`src/rtl/rcfc_pkg.sv`:
```
// ----------------------------------------------------------------------------
// rcfc_pkg: shared types and constants of the rc frame conditioner
// payload structs, register indexes, reject codes and the queue entry type
// ----------------------------------------------------------------------------
package rcfc_pkg;

  localparam int unsigned OneQ14     = 16384;
  localparam int unsigned RangeLimit = 16386;

  // register indexes
  localparam logic [2:0] RegDeadZone  = 3'd0;
  localparam logic [2:0] RegModeThr   = 3'd1;
  localparam logic [2:0] RegGearThr   = 3'd2;
  localparam logic [2:0] RegPChan     = 3'd3;
  localparam logic [2:0] RegIChan     = 3'd4;
  localparam logic [2:0] RegDChan     = 3'd5;
  localparam logic [2:0] RegModeChan  = 3'd6;
  localparam logic [2:0] RegGearChan  = 3'd7;

  // reject codes
  localparam logic [2:0] RejNone   = 3'd0;
  localparam logic [2:0] RejLost   = 3'd1;
  localparam logic [2:0] RejIndex  = 3'd2;
  localparam logic [2:0] RejCount  = 3'd3;
  localparam logic [2:0] RejStick  = 3'd4;
  localparam logic [2:0] RejMapped = 3'd5;

  typedef struct packed {
    logic [4:0]         channel_index;
    logic signed [15:0] channel_value;
    logic               value_finite;
    logic               link_lost;
    logic [4:0]         claimed_count;
    logic               frame_end;
  } in_item_t;

  typedef struct packed {
    logic [2:0]         reject_reason;
    logic signed [15:0] stick_0;
    logic signed [15:0] stick_1;
    logic signed [15:0] stick_2;
    logic signed [15:0] stick_3;
    logic [14:0]        p_level;
    logic [14:0]        i_level;
    logic [14:0]        d_level;
    logic               hover_active;
    logic               hover_entered;
    logic               offboard_active;
    logic               offboard_entered;
  } out_item_t;

  // classified frame-close job handed from front to back
  typedef struct packed {
    logic       lost;
    logic [4:0] count;
  } job_t;

endpackage

```
`src/rtl/rcfc_job_fifo.sv`:
```
// ----------------------------------------------------------------------------
// rcfc_job_fifo: two-entry queue of frame-close jobs
// decouples the item front end from the frame evaluator
// ----------------------------------------------------------------------------
module rcfc_job_fifo (
  input  logic          clk_i,
  input  logic          rst_ni,
  input  logic          push_i,
  input  rcfc_pkg::job_t data_i,
  output logic          full_o,
  input  logic          pop_i,
  output logic          empty_o,
  output rcfc_pkg::job_t data_o
);
  import rcfc_pkg::*;

  job_t       mem_q [2];
  logic       wr_q, rd_q;
  logic [1:0] cnt_q;

  assign full_o  = (cnt_q == 2'd2);
  assign empty_o = (cnt_q == 2'd0);
  assign data_o  = mem_q[rd_q];

  always_ff @(posedge clk_i) begin
    if (push_i && !full_o) mem_q[wr_q] <= data_i;
  end

  always_ff @(posedge clk_i or negedge rst_ni) begin
    if (!rst_ni) begin
      wr_q <= 1'b0; rd_q <= 1'b0; cnt_q <= 2'd0;
    end else begin
      if (push_i && !full_o) wr_q <= ~wr_q;
      if (pop_i && !empty_o) rd_q <= ~rd_q;
      cnt_q <= cnt_q + 2'(push_i && !full_o) - 2'(pop_i && !empty_o);
    end
  end
endmodule

```
`src/rtl/rcfc_divider.sv`:
```
// ----------------------------------------------------------------------------
// rcfc_divider: restoring divider, one quotient bit per cycle
// unsigned 29-bit dividend over 15-bit divisor
// ----------------------------------------------------------------------------
module rcfc_divider (
  input  logic        clk_i,
  input  logic        rst_ni,
  input  logic        start_i,
  input  logic [28:0] num_i,
  input  logic [14:0] den_i,
  output logic        done_o,
  output logic [28:0] quo_o
);
  logic [28:0] quo_q, quo_d;
  logic [15:0] rem_q, rem_d;
  logic [14:0] den_q;
  logic [4:0]  cnt_q;
  logic        busy_q;
  logic [15:0] trial;

  assign quo_o = quo_q;

  always_comb begin
    trial = {rem_q[14:0], quo_q[28]};
    if (trial >= {1'b0, den_q}) begin
      rem_d = trial - {1'b0, den_q};
      quo_d = {quo_q[27:0], 1'b1};
    end else begin
      rem_d = trial;
      quo_d = {quo_q[27:0], 1'b0};
    end
  end

  always_ff @(posedge clk_i) begin
    if (start_i) begin
      quo_q <= num_i; rem_q <= '0; den_q <= den_i;
    end else if (busy_q) begin
      quo_q <= quo_d; rem_q <= rem_d;
    end
  end

  always_ff @(posedge clk_i or negedge rst_ni) begin
    if (!rst_ni) begin
      busy_q <= 1'b0; cnt_q <= '0; done_o <= 1'b0;
    end else begin
      done_o <= 1'b0;
      if (start_i) begin
        busy_q <= 1'b1; cnt_q <= 5'd28;
      end else if (busy_q) begin
        if (cnt_q == 5'd0) begin
          busy_q <= 1'b0; done_o <= 1'b1;
        end else begin
          cnt_q <= cnt_q - 5'd1;
        end
      end
    end
  end
endmodule

```
`src/rtl/rcfc_evaluator.sv`:
```
// ----------------------------------------------------------------------------
// rcfc_evaluator: frame checker and conditioner
// walks checks slot by slot, dead-zones sticks through a shared divider
// ----------------------------------------------------------------------------
module rcfc_evaluator #(
  parameter int unsigned MaxChannels = 18,
  parameter int unsigned StickCount  = 4,
  localparam int unsigned IdxW = $clog2(MaxChannels)
) (
  input  logic                  clk_i,
  input  logic                  rst_ni,
  input  logic                  job_valid_i,
  input  rcfc_pkg::job_t        job_i,
  output logic                  job_pop_o,
  output logic [IdxW-1:0]       rd_idx_o,
  input  logic signed [15:0]    rd_value_i,
  input  logic                  rd_finite_i,
  input  logic [13:0]           dead_zone_i,
  input  logic signed [15:0]    mode_thr_i,
  input  logic signed [15:0]    gear_thr_i,
  input  logic [4:0]            p_chan_i,
  input  logic [4:0]            i_chan_i,
  input  logic [4:0]            d_chan_i,
  input  logic [4:0]            mode_chan_i,
  input  logic [4:0]            gear_chan_i,
  output logic                  res_valid_o,
  output rcfc_pkg::out_item_t   res_o,
  input  logic                  res_ready_i
);
  import rcfc_pkg::*;

  localparam logic [2:0] StIdle  = 3'd0;
  localparam logic [2:0] StCheck = 3'd1;
  localparam logic [2:0] StRead  = 3'd2;
  localparam logic [2:0] StDiv   = 3'd3;
  localparam logic [2:0] StOut   = 3'd4;
  localparam int unsigned NSteps = StickCount + 5;
  localparam int unsigned StepW  = $clog2(NSteps + 1);

  logic [2:0]       state_q;
  logic [StepW-1:0] step_q;
  out_item_t        res_q;
  logic signed [15:0] prev_mode_q, prev_gear_q;
  logic             mode_seen_q, gear_seen_q;
  logic signed [15:0] mode_val_q;
  logic             neg_q;
  logic [4:0]       slot;
  logic [4:0]       max_mapped;
  logic             idx_bad;
  logic [5:0]       need;
  logic [2:0]       early_rsn;
  out_item_t        rej_res;
  logic             in_range;
  logic signed [16:0] v17, dz17;
  logic [28:0]      div_num;
  logic [14:0]      div_den;
  logic             div_start, div_done;
  logic [28:0]      div_quo;
  logic [15:0]      mag;
  logic [15:0]      stick_val;
  logic [16:0]      knob_sum;
  logic [14:0]      knob;
  logic signed [15:0] pm, pg;
  logic             hov, off;

  // slot visited by each step: sticks first, then p, i, d, mode, gear
  always_comb begin
    slot = 5'(step_q);
    if (step_q >= StepW'(StickCount)) begin
      unique case (32'(step_q) - StickCount)
        0: slot = p_chan_i;
        1: slot = i_chan_i;
        2: slot = d_chan_i;
        3: slot = mode_chan_i;
        default: slot = gear_chan_i;
      endcase
    end
  end
  assign rd_idx_o = IdxW'(slot);

  always_comb begin
    max_mapped = p_chan_i;
    if (i_chan_i > max_mapped) max_mapped = i_chan_i;
    if (d_chan_i > max_mapped) max_mapped = d_chan_i;
    if (mode_chan_i > max_mapped) max_mapped = mode_chan_i;
    if (gear_chan_i > max_mapped) max_mapped = gear_chan_i;
    idx_bad = (32'(max_mapped) >= MaxChannels);
    need = 6'(max_mapped) + 6'd1;
    if (need < 6'(StickCount)) need = 6'(StickCount);
  end

  // checks on the job itself in priority order, and the reject result
  always_comb begin
    early_rsn = RejNone;
    if (job_i.lost) early_rsn = RejLost;
    else if (idx_bad) early_rsn = RejIndex;
    else if (32'(job_i.count) > MaxChannels || 6'(job_i.count) < need)
      early_rsn = RejCount;
    rej_res = '0;
    if (state_q == StCheck) begin
      rej_res.reject_reason = (32'(step_q) < StickCount) ? RejStick : RejMapped;
    end else begin
      rej_res.reject_reason = early_rsn;
    end
  end

  assign v17      = 17'(rd_value_i);
  assign dz17     = {3'b000, dead_zone_i};
  assign in_range = rd_finite_i && (v17 >= -17'sd16386) && (v17 <= 17'sd16386);

  // dead-zone magnitude and rounded divide operands
  always_comb begin
    logic signed [16:0] m;
    m = '0;
    if (v17 > dz17) m = v17 - dz17;
    else if (v17 < -dz17) m = -dz17 - v17;
    mag     = 16'(m);
    div_den = 15'(OneQ14) - {1'b0, dead_zone_i};
    div_num = {mag[14:0], 14'd0} + 29'(div_den >> 1);
  end

  assign stick_val = (div_quo > 29'(OneQ14)) ? 16'(OneQ14) : div_quo[15:0];
  assign knob_sum  = 17'(v17 + 17'sd16384);
  assign knob      = knob_sum[16] ? 15'd0 : knob_sum[15:1];

  rcfc_divider u_div (
    .clk_i, .rst_ni,
    .start_i(div_start), .num_i(div_num), .den_i(div_den),
    .done_o(div_done), .quo_o(div_quo)
  );

  assign div_start   = (state_q == StRead) && (mag != 16'd0);
  assign res_valid_o = (state_q == StOut);
  assign res_o       = res_q;
  assign job_pop_o   = (state_q == StOut) && res_ready_i;

  assign pm  = mode_seen_q ? prev_mode_q : mode_val_q;
  assign pg  = gear_seen_q ? prev_gear_q : rd_value_i;
  assign hov = mode_val_q > mode_thr_i;
  assign off = hov && (rd_value_i > gear_thr_i);

  always_ff @(posedge clk_i or negedge rst_ni) begin
    if (!rst_ni) begin
      state_q     <= StIdle;
      step_q      <= '0;
      res_q       <= '0;
      prev_mode_q <= -16'sd16384;
      prev_gear_q <= -16'sd16384;
      mode_seen_q <= 1'b0;
      gear_seen_q <= 1'b0;
      mode_val_q  <= '0;
      neg_q       <= 1'b0;
    end else begin
      unique case (state_q)
        StIdle: begin
          if (job_valid_i) begin
            step_q <= '0;
            if (early_rsn != RejNone) begin
              res_q <= rej_res;
              mode_seen_q <= 1'b0; gear_seen_q <= 1'b0;
              prev_mode_q <= -16'sd16384; prev_gear_q <= -16'sd16384;
              state_q <= StOut;
            end else begin
              res_q   <= '0;
              state_q <= StCheck;
            end
          end
        end
        StCheck: begin
          // range pass over the stick and mapped slots
          if (!in_range) begin
            res_q <= rej_res;
            mode_seen_q <= 1'b0; gear_seen_q <= 1'b0;
            prev_mode_q <= -16'sd16384; prev_gear_q <= -16'sd16384;
            state_q <= StOut;
          end else if (32'(step_q) == NSteps - 1) begin
            step_q  <= '0;
            state_q <= StRead;
          end else begin
            step_q <= step_q + StepW'(1);
          end
        end
        StRead: begin
          neg_q <= v17 < -dz17;
          if (32'(step_q) < StickCount) begin
            if (mag != 16'd0) state_q <= StDiv;
            else step_q <= step_q + StepW'(1);
          end else begin
            unique case (32'(step_q) - StickCount)
              0: res_q.p_level <= knob;
              1: res_q.i_level <= knob;
              2: res_q.d_level <= knob;
              3: mode_val_q <= rd_value_i;
              default: begin
                res_q.hover_active     <= hov;
                res_q.hover_entered    <= hov && (pm < mode_thr_i);
                res_q.offboard_active  <= off;
                res_q.offboard_entered <= off && (pg < gear_thr_i);
                prev_mode_q <= mode_val_q;
                prev_gear_q <= rd_value_i;
                mode_seen_q <= 1'b1;
                gear_seen_q <= 1'b1;
              end
            endcase
            if (32'(step_q) == NSteps - 1) state_q <= StOut;
            else step_q <= step_q + StepW'(1);
          end
        end
        StDiv: begin
          if (div_done) begin
            unique case (32'(step_q))
              0: res_q.stick_0 <= neg_q ? -stick_val : stick_val;
              1: res_q.stick_1 <= neg_q ? -stick_val : stick_val;
              2: res_q.stick_2 <= neg_q ? -stick_val : stick_val;
              3: res_q.stick_3 <= neg_q ? -stick_val : stick_val;
              default: ;
            endcase
            step_q  <= step_q + StepW'(1);
            state_q <= StRead;
          end
        end
        StOut: begin
          if (res_ready_i) state_q <= StIdle;
        end
        default: state_q <= StIdle;
      endcase
    end
  end
endmodule

```
`src/rtl/rcfc_out_fifo.sv`:
```
// ----------------------------------------------------------------------------
// rcfc_out_fifo: two-entry result queue
// holds finished results until popped
// ----------------------------------------------------------------------------
module rcfc_out_fifo (
  input  logic                clk_i,
  input  logic                rst_ni,
  input  logic                push_i,
  input  rcfc_pkg::out_item_t data_i,
  output logic                full_o,
  input  logic                pop_i,
  output logic                empty_o,
  output rcfc_pkg::out_item_t data_o
);
  import rcfc_pkg::*;

  out_item_t  mem_q [2];
  logic       wr_q, rd_q;
  logic [1:0] cnt_q;

  assign full_o  = (cnt_q == 2'd2);
  assign empty_o = (cnt_q == 2'd0);
  assign data_o  = mem_q[rd_q];

  always_ff @(posedge clk_i) begin
    if (push_i && !full_o) mem_q[wr_q] <= data_i;
  end

  always_ff @(posedge clk_i or negedge rst_ni) begin
    if (!rst_ni) begin
      wr_q <= 1'b0; rd_q <= 1'b0; cnt_q <= 2'd0;
    end else begin
      if (push_i && !full_o) wr_q <= ~wr_q;
      if (pop_i && !empty_o) rd_q <= ~rd_q;
      cnt_q <= cnt_q + 2'(push_i && !full_o) - 2'(pop_i && !empty_o);
    end
  end
endmodule

```
`src/rtl/rc_frame_conditioner.sv`:
```
// ----------------------------------------------------------------------------
// rc_frame_conditioner: radio-control frame checker and conditioner
// channel items fill a store; each frame end yields one checked result
// ----------------------------------------------------------------------------
// a channel item that does not close a frame is taken whenever the input is
// not full. a frame end is queued as a job and evaluated by the back end: it
// takes the job, makes a range pass over the stick and mapped slots, then a
// conditioning pass in which each non-zero stick runs the 29-step bit-serial
// divider while a zero stick and each mapped slot take a single step, and
// then hands over the result; a rejected frame ends its passes early.
// the channel store is written by the front end only while no job is pending,
// so the input stays full from the cycle after a frame end until its result
// has gone into the result queue
module rc_frame_conditioner #(
  parameter int unsigned MaxChannels = 18,
  parameter int unsigned StickCount  = 4
) (
  input  logic                 clk_i,
  input  logic                 rst_ni,
  // item side
  input  logic                 push,
  output logic                 full,
  input  rcfc_pkg::in_item_t   in_item_i,
  // result side
  output logic                 empty,
  input  logic                 pop,
  output rcfc_pkg::out_item_t  out_item_o,
  // configuration
  input  logic                 cfg_we_i,
  input  logic [2:0]           cfg_idx_i,
  input  logic [15:0]          cfg_data_i
);
  import rcfc_pkg::*;

  localparam int unsigned IdxW = $clog2(MaxChannels);

  // configuration registers
  logic [13:0]        dead_zone_q;
  logic signed [15:0] mode_thr_q, gear_thr_q;
  logic [4:0]         p_chan_q, i_chan_q, d_chan_q, mode_chan_q, gear_chan_q;

  // channel store: value and finite bit per slot
  logic signed [15:0] store_val_q [MaxChannels];
  logic               store_fin_q [MaxChannels];

  logic               accept;
  logic               job_full, job_empty, job_pop;
  job_t               job_in, job_out;
  logic [IdxW-1:0]    rd_idx;
  logic               res_valid, res_full;
  out_item_t          res;

  // stall new items while a frame is being evaluated so the store stays put
  assign full   = job_full || !job_empty;
  assign accept = push && !full;

  assign job_in.lost  = in_item_i.link_lost;
  assign job_in.count = in_item_i.claimed_count;

  always_ff @(posedge clk_i or negedge rst_ni) begin
    if (!rst_ni) begin
      dead_zone_q <= 14'd1638;
      mode_thr_q  <= 16'sd8192;
      gear_thr_q  <= 16'sd8192;
      p_chan_q    <= 5'd5;
      i_chan_q    <= 5'd6;
      d_chan_q    <= 5'd7;
      mode_chan_q <= 5'd4;
      gear_chan_q <= 5'd8;
    end else if (cfg_we_i) begin
      unique case (cfg_idx_i)
        RegDeadZone: dead_zone_q <= cfg_data_i[13:0];
        RegModeThr:  mode_thr_q  <= cfg_data_i;
        RegGearThr:  gear_thr_q  <= cfg_data_i;
        RegPChan:    p_chan_q    <= cfg_data_i[4:0];
        RegIChan:    i_chan_q    <= cfg_data_i[4:0];
        RegDChan:    d_chan_q    <= cfg_data_i[4:0];
        RegModeChan: mode_chan_q <= cfg_data_i[4:0];
        default:     gear_chan_q <= cfg_data_i[4:0];
      endcase
    end
  end

  // store write on every accepted item with an in-range slot
  always_ff @(posedge clk_i or negedge rst_ni) begin
    if (!rst_ni) begin
      for (int k = 0; k < MaxChannels; k++) begin
        store_val_q[k] <= '0;
        store_fin_q[k] <= 1'b1;
      end
    end else if (accept && 32'(in_item_i.channel_index) < MaxChannels) begin
      store_val_q[IdxW'(in_item_i.channel_index)] <= in_item_i.channel_value;
      store_fin_q[IdxW'(in_item_i.channel_index)] <= in_item_i.value_finite;
    end
  end

  rcfc_job_fifo u_jobs (
    .clk_i, .rst_ni,
    .push_i(accept && in_item_i.frame_end), .data_i(job_in), .full_o(job_full),
    .pop_i(job_pop), .empty_o(job_empty), .data_o(job_out)
  );

  rcfc_evaluator #(.MaxChannels(MaxChannels), .StickCount(StickCount)) u_eval (
    .clk_i, .rst_ni,
    .job_valid_i(!job_empty && !res_full), .job_i(job_out), .job_pop_o(job_pop),
    .rd_idx_o(rd_idx),
    .rd_value_i(store_val_q[rd_idx]), .rd_finite_i(store_fin_q[rd_idx]),
    .dead_zone_i(dead_zone_q), .mode_thr_i(mode_thr_q), .gear_thr_i(gear_thr_q),
    .p_chan_i(p_chan_q), .i_chan_i(i_chan_q), .d_chan_i(d_chan_q),
    .mode_chan_i(mode_chan_q), .gear_chan_i(gear_chan_q),
    .res_valid_o(res_valid), .res_o(res), .res_ready_i(!res_full)
  );

  rcfc_out_fifo u_results (
    .clk_i, .rst_ni,
    .push_i(res_valid), .data_i(res), .full_o(res_full),
    .pop_i(pop), .empty_o(empty), .data_o(out_item_o)
  );
endmodule

```
`config.mk`:
```
export PLATFORM = sky130hd
export DESIGN_NAME = rc_frame_conditioner
export DESIGN_NICKNAME = d
export VERILOG_FILES = /design/src/rtl/rcfc_pkg.sv /design/src/rtl/rcfc_job_fifo.sv /design/src/rtl/rcfc_divider.sv /design/src/rtl/rcfc_evaluator.sv /design/src/rtl/rcfc_out_fifo.sv /design/src/rtl/rc_frame_conditioner.sv
export SDC_FILE = /design/constraint.sdc
export NUM_CORES = 2
export LEC_CHECK = 0
export ABC_AREA = 1
export BUFFER_PORTS_ARGS = -buffer_cell sky130_fd_sc_hd__buf_2
export CAP_MARGIN = 40
export CORE_ASPECT_RATIO = 1.5
export CORE_MARGIN = 2
export CORE_UTILIZATION = 55
export DETAILED_ROUTE_END_ITERATION = 6
export GPL_ROUTABILITY_DRIVEN = 0
export HOLD_SLACK_MARGIN = 0.02
export PLACE_DENSITY = 0.72
export SYNTH_ARGS = -nofsm -noshare
export SYNTH_HDL_FRONTEND = slang
export SYNTH_SLANG_ARGS = --single-unit
export TNS_END_PERCENT = 50
```
`constraint.sdc`:
```
create_clock -name clk_i -period 18.55 [get_ports clk_i]
set_input_delay 3.71 -clock clk_i [delete_from_list [all_inputs] [get_ports clk_i]]
set_output_delay 3.71 -clock clk_i [all_outputs]
set_load 0.1 [all_outputs]
```
==> qor.txt <==
================================================================================
Min-delay worst type .............................................. flop to flop
Ranking of synthesized cells by instance count .................... sky130_fd_sc_hd__nand2_1, sky130_fd_sc_hd__dfrtp_1, sky130_fd_sc_hd__inv_1, sky130_fd_sc_hd__o21ai_0, sky130_fd_sc_hd__nand3_1
Number of pins with negative max-slew slack in the final report ...            0
Port Buffer Count .................................................          170
Critical Path Fanout Max ..........................................           76
Areal power density over the cells ................................   167 nW/µm²
Number of nets in the layout ......................................        5,481
Standby leakage power .............................................      22.9 nW
Max incr delay on CP ..............................................      0.67 ns
Required time reported for the critical path endpoint .............     18.96 ns
First-pass DRT Iterations .........................................            6
Hold slack ........................................................     0.467 ns
CTS hold repair buffers ...........................................            0
Routed wirelength normalized by instance count ....................      18.2 µm
Post-detailed-route count of antenna-violating nets ...............            0
Largest buffer count on any clock path ............................            3
Synthesized instance count ........................................        5,188
Detailed Route Iter0 Violations ...................................        2,748
Slew at the pin with the worst max-slew slack .....................     0.917 ns
Number of instances in the placed design ..........................        6,207
Result of the run ................................................. finished, final reports clean
Final setup margin ................................................     10.08 ns
Overall overflow remaining after global route .....................            0
Worst Setup Slack post-DPL ........................................     10.12 ns
Effective utilization at floorplan ................................        55.4%
Final min period ..................................................      8.47 ns
Height of the die .................................................       349 µm
Clock-pin slew on the worst setup and hold paths ..................      0.07 ns
Relative contribution of the clock network to total power .........        21.1%
Setup violations, final ...........................................            0
Clk_skew ..........................................................    0.0311 ns
Synthesized flop and latch total ..................................          868
Sw power ..........................................................      3.85 mW
Sw frac ...........................................................        47.8%
Floorplan core area ...............................................   78,700 µm²
Top-count cell post-synth ......................................... sky130_fd_sc_hd__nand2_1
Post-synth EDFFs ..................................................          288
GRT Resource Usage Total ..........................................        28.7%
Fraction of registers with async set/reset ........................        65.1%
Syn avg cell area .................................................     8.41 µm²
Share of layout cells above drive strength 1 ......................        8.91%
Clock Root Buffer ................................................. sky130_fd_sc_hd__clkbuf_16
Maximum number of pins on one net before global-route repair ......          100
Die X-Extent ......................................................       234 µm
Top-level I/O count ...............................................          171
Seq/Total Area, Yosys .............................................        53.0%
Die outline area ..................................................   81,600 µm²
Worst skew pair latency ...........................................      0.67 ns
RSZ-0062 raised after global routing ..............................        false
Cell with the largest stage delay on the worst path ............... sky130_fd_sc_hd__buf_4
Clock net sink count ..............................................          868
Internal power contribution .......................................      4.20 mW
Per-cell via count in the routed design ...........................         5.51
Element type at the critical path start ...........................         flop
Most instantiated flip-flop cell in the synthesis netlist ......... sky130_fd_sc_hd__dfrtp_1
Total length of routed wires ......................................   116,000 µm
Number of remaining DRC errors ....................................            0
Cell mode on critical path ........................................ sky130_fd_sc_hd__nand2_1
Total power draw ..................................................      8.05 mW
Largest area contributor in the synthesized netlist ............... sky130_fd_sc_hd__dfrtp_1
CTS tree ..........................................................        built
Core Rows .........................................................          126
Wire length of the first global-routing pass ......................   182,000 µm
Number of cells upsized or downsized after cts ....................            0
Number of levels the H-tree was split into ........................            3
FMAX ..............................................................    0.118 GHz
Yosys warning total ...............................................            0
Syn nets ..........................................................        5,404
Worst vdd rail ir drop ............................................     0.188 mV
Final total negative setup slack ..................................         0 ns
Normalized max-slew margin ........................................        38.8%
Fraction of post-synthesis cell area in the top cell type by area .        30.2%
Maximum capacitance violations ....................................            0
Hold Vio Cnt, Final ...............................................            0
Kind of capture point of the worst setup path .....................         flop
Sequential power share ............................................        30.8%
Via count .........................................................       35,000
Combinational share of power ......................................        48.1%
Layout overhead on the synthesized area ...........................        10.2%
Buffers inserted during post-CTS setup optimization ...............            0
Period utilisation layout .........................................        45.7%
Number of cells in the finished layout apart from fillers .........        6,355
Post-synthesis cell area ..........................................   43,600 µm²
Type of the worst setup path ...................................... flop to flop
Synth unique cells ................................................           65
Number of antenna violations at the first check in global routing .            1
Top cells by area in the synthesized netlist ...................... sky130_fd_sc_hd__dfrtp_1, sky130_fd_sc_hd__edfxtp_1, sky130_fd_sc_hd__nand2_1
Half-perimeter wire length of the detailed placement result .......    78,700 µm
Via count of the first global-routing pass ........................       33,500
CTS Buf Count .....................................................           80
Arr. time, crit path ..............................................      8.88 ns
================================================================================
## placed cells by master (no fill, tap or decap), drive strengths merged, types with 3 or more instances in the layout
master,n
nor4,5
o2111ai,5
and2,6
nor3,25
o21a,3
bufinv,7
o21ai,590
clkinv,30
o211ai,14
nand3b,96
or2,17
o221ai,5
a21boi,4
edfxtp,288
o22ai,18
mux2,4
a21oi,128
nor2,217
nand3,305
inv,537
nand4,22
clkbuf,113
a31oi,5
a21o,5
nand2,1822
xnor2,20
xor2,32
o21bai,3
o41ai,3
ha,160
dfxtp,15
a211oi,8
dfrtp,526
buf,230
dfstp,39
nor3b,5
fa,3
## state kept, by name (all words and copies together), names as in the netlist, 2 cells and up
signal and cells:
d_chan_q 5, dead_zone_q 14, gear_chan_q 5, gear_thr_q 16, i_chan_q 5, mode_chan_q 5
mode_thr_q 16, p_chan_q 5, store_fin_q 18, store_val_q 288, u_eval.mode_val_q 16, u_eval.prev_gear_q 16
u_eval.prev_mode_q 16, u_eval.res_o 116, u_eval.state_q 3, u_eval.step_q 4, u_eval.u_div.cnt_q 5, u_eval.u_div.den_q 15
u_eval.u_div.quo_o 29, u_eval.u_div.rem_q 15, u_jobs.cnt_q 2, u_jobs.mem_q 12, u_results.cnt_q 2, u_results.mem_q 232
## final cells by class
type	count	area, µm²
Timing Repair Buffer	230	1460
Clock inverter	34	412
Fill cell	6823	30600
Sequential cell	868	23100
Tap cell	1024	1280
Inverter	541	2030
Multi-Input combinational cell	3544	17400
Antenna cell	1	2.50
Clock buffer	113	2290
## critical path, delay by kind of cell, from the launching register on
family	cells	cell delay [ns]
AO/OA/AOI/OAI	7	1.30
adder cells (fa/ha/maj)	3	0.92
buffers and inverters	4	1.18
flip-flops	1	0.43
AND/OR/NAND/NOR	21	4.33
## final timing paths
kind | from | endpoint | slack [ns] | cells after the start
max | u_eval.step_q[0] | u_eval.u_div.quo_o[5] | 10.08 | 35
min in group asynchronous | rst_ni | store_val_q[221] | 3.03 | 1
min reg2reg | u_eval.prev_mode_q[15] | u_eval.prev_mode_q[15] | 0.47 | 2
max reg2reg | u_eval.step_q[0] | u_eval.u_div.quo_o[5] | 10.08 | 35
min | u_eval.prev_mode_q[15] | u_eval.prev_mode_q[15] | 0.47 | 2
max in group asynchronous | rst_ni | u_eval.res_o[35] | 12.60 | 4
## per-layer routing
layer | share of wire (%) | GRT usage, % | up-vias
met1 | 39 | 34.5 | 16600
met3 | 5.8 | 3.90 | 320
met4 | 5.8 | 15.7 | 0
met5 | 0 | 0 | -
met2 | 50 | 49.5 | 1224
li1 | - | - | 17000
## metrics by stage
| step | util, % | instance area (µm²) |
|---|---|---|
| floorplan | - | 43600 |
| CTS | 61.1 | 48100 |
| global placement | 57.3 | 45100 |
| detailed placement | 57.7 | 45400 |
| finish | 61.1 | 48100 |
| global route | 61.1 | 48100 |
## cells by family (layout without fill, tap and decap cells)
logic type	after synthesis	in the layout	synth area share (%)
multiplexers	5	5	0.126
AND/OR/NAND/NOR	2523	2523	24.1
AO/OA/AOI/OAI	801	801	9.77
buffers and inverters	776	918	7.15
other	0	1	0
XOR/XNOR	52	52	1.04
adder cells (fa/ha/maj)	163	163	4.73
flip-flops	868	868	53.0
## power groups by stage
stage / combinational [mW] / clock, mW / sequential (mW)
after floorplan: 3.04 / 0 / 2.47
after global placement: 3.77 / 0 / 2.50
after detailed placement: 3.83 / 0 / 2.51
after CTS: 3.85 / 1.72 / 2.48
after global routing: 4.23 / 1.80 / 2.51
final: 3.87 / 1.70 / 2.48
Note: power is estimated with default switching activity, not from simulation.
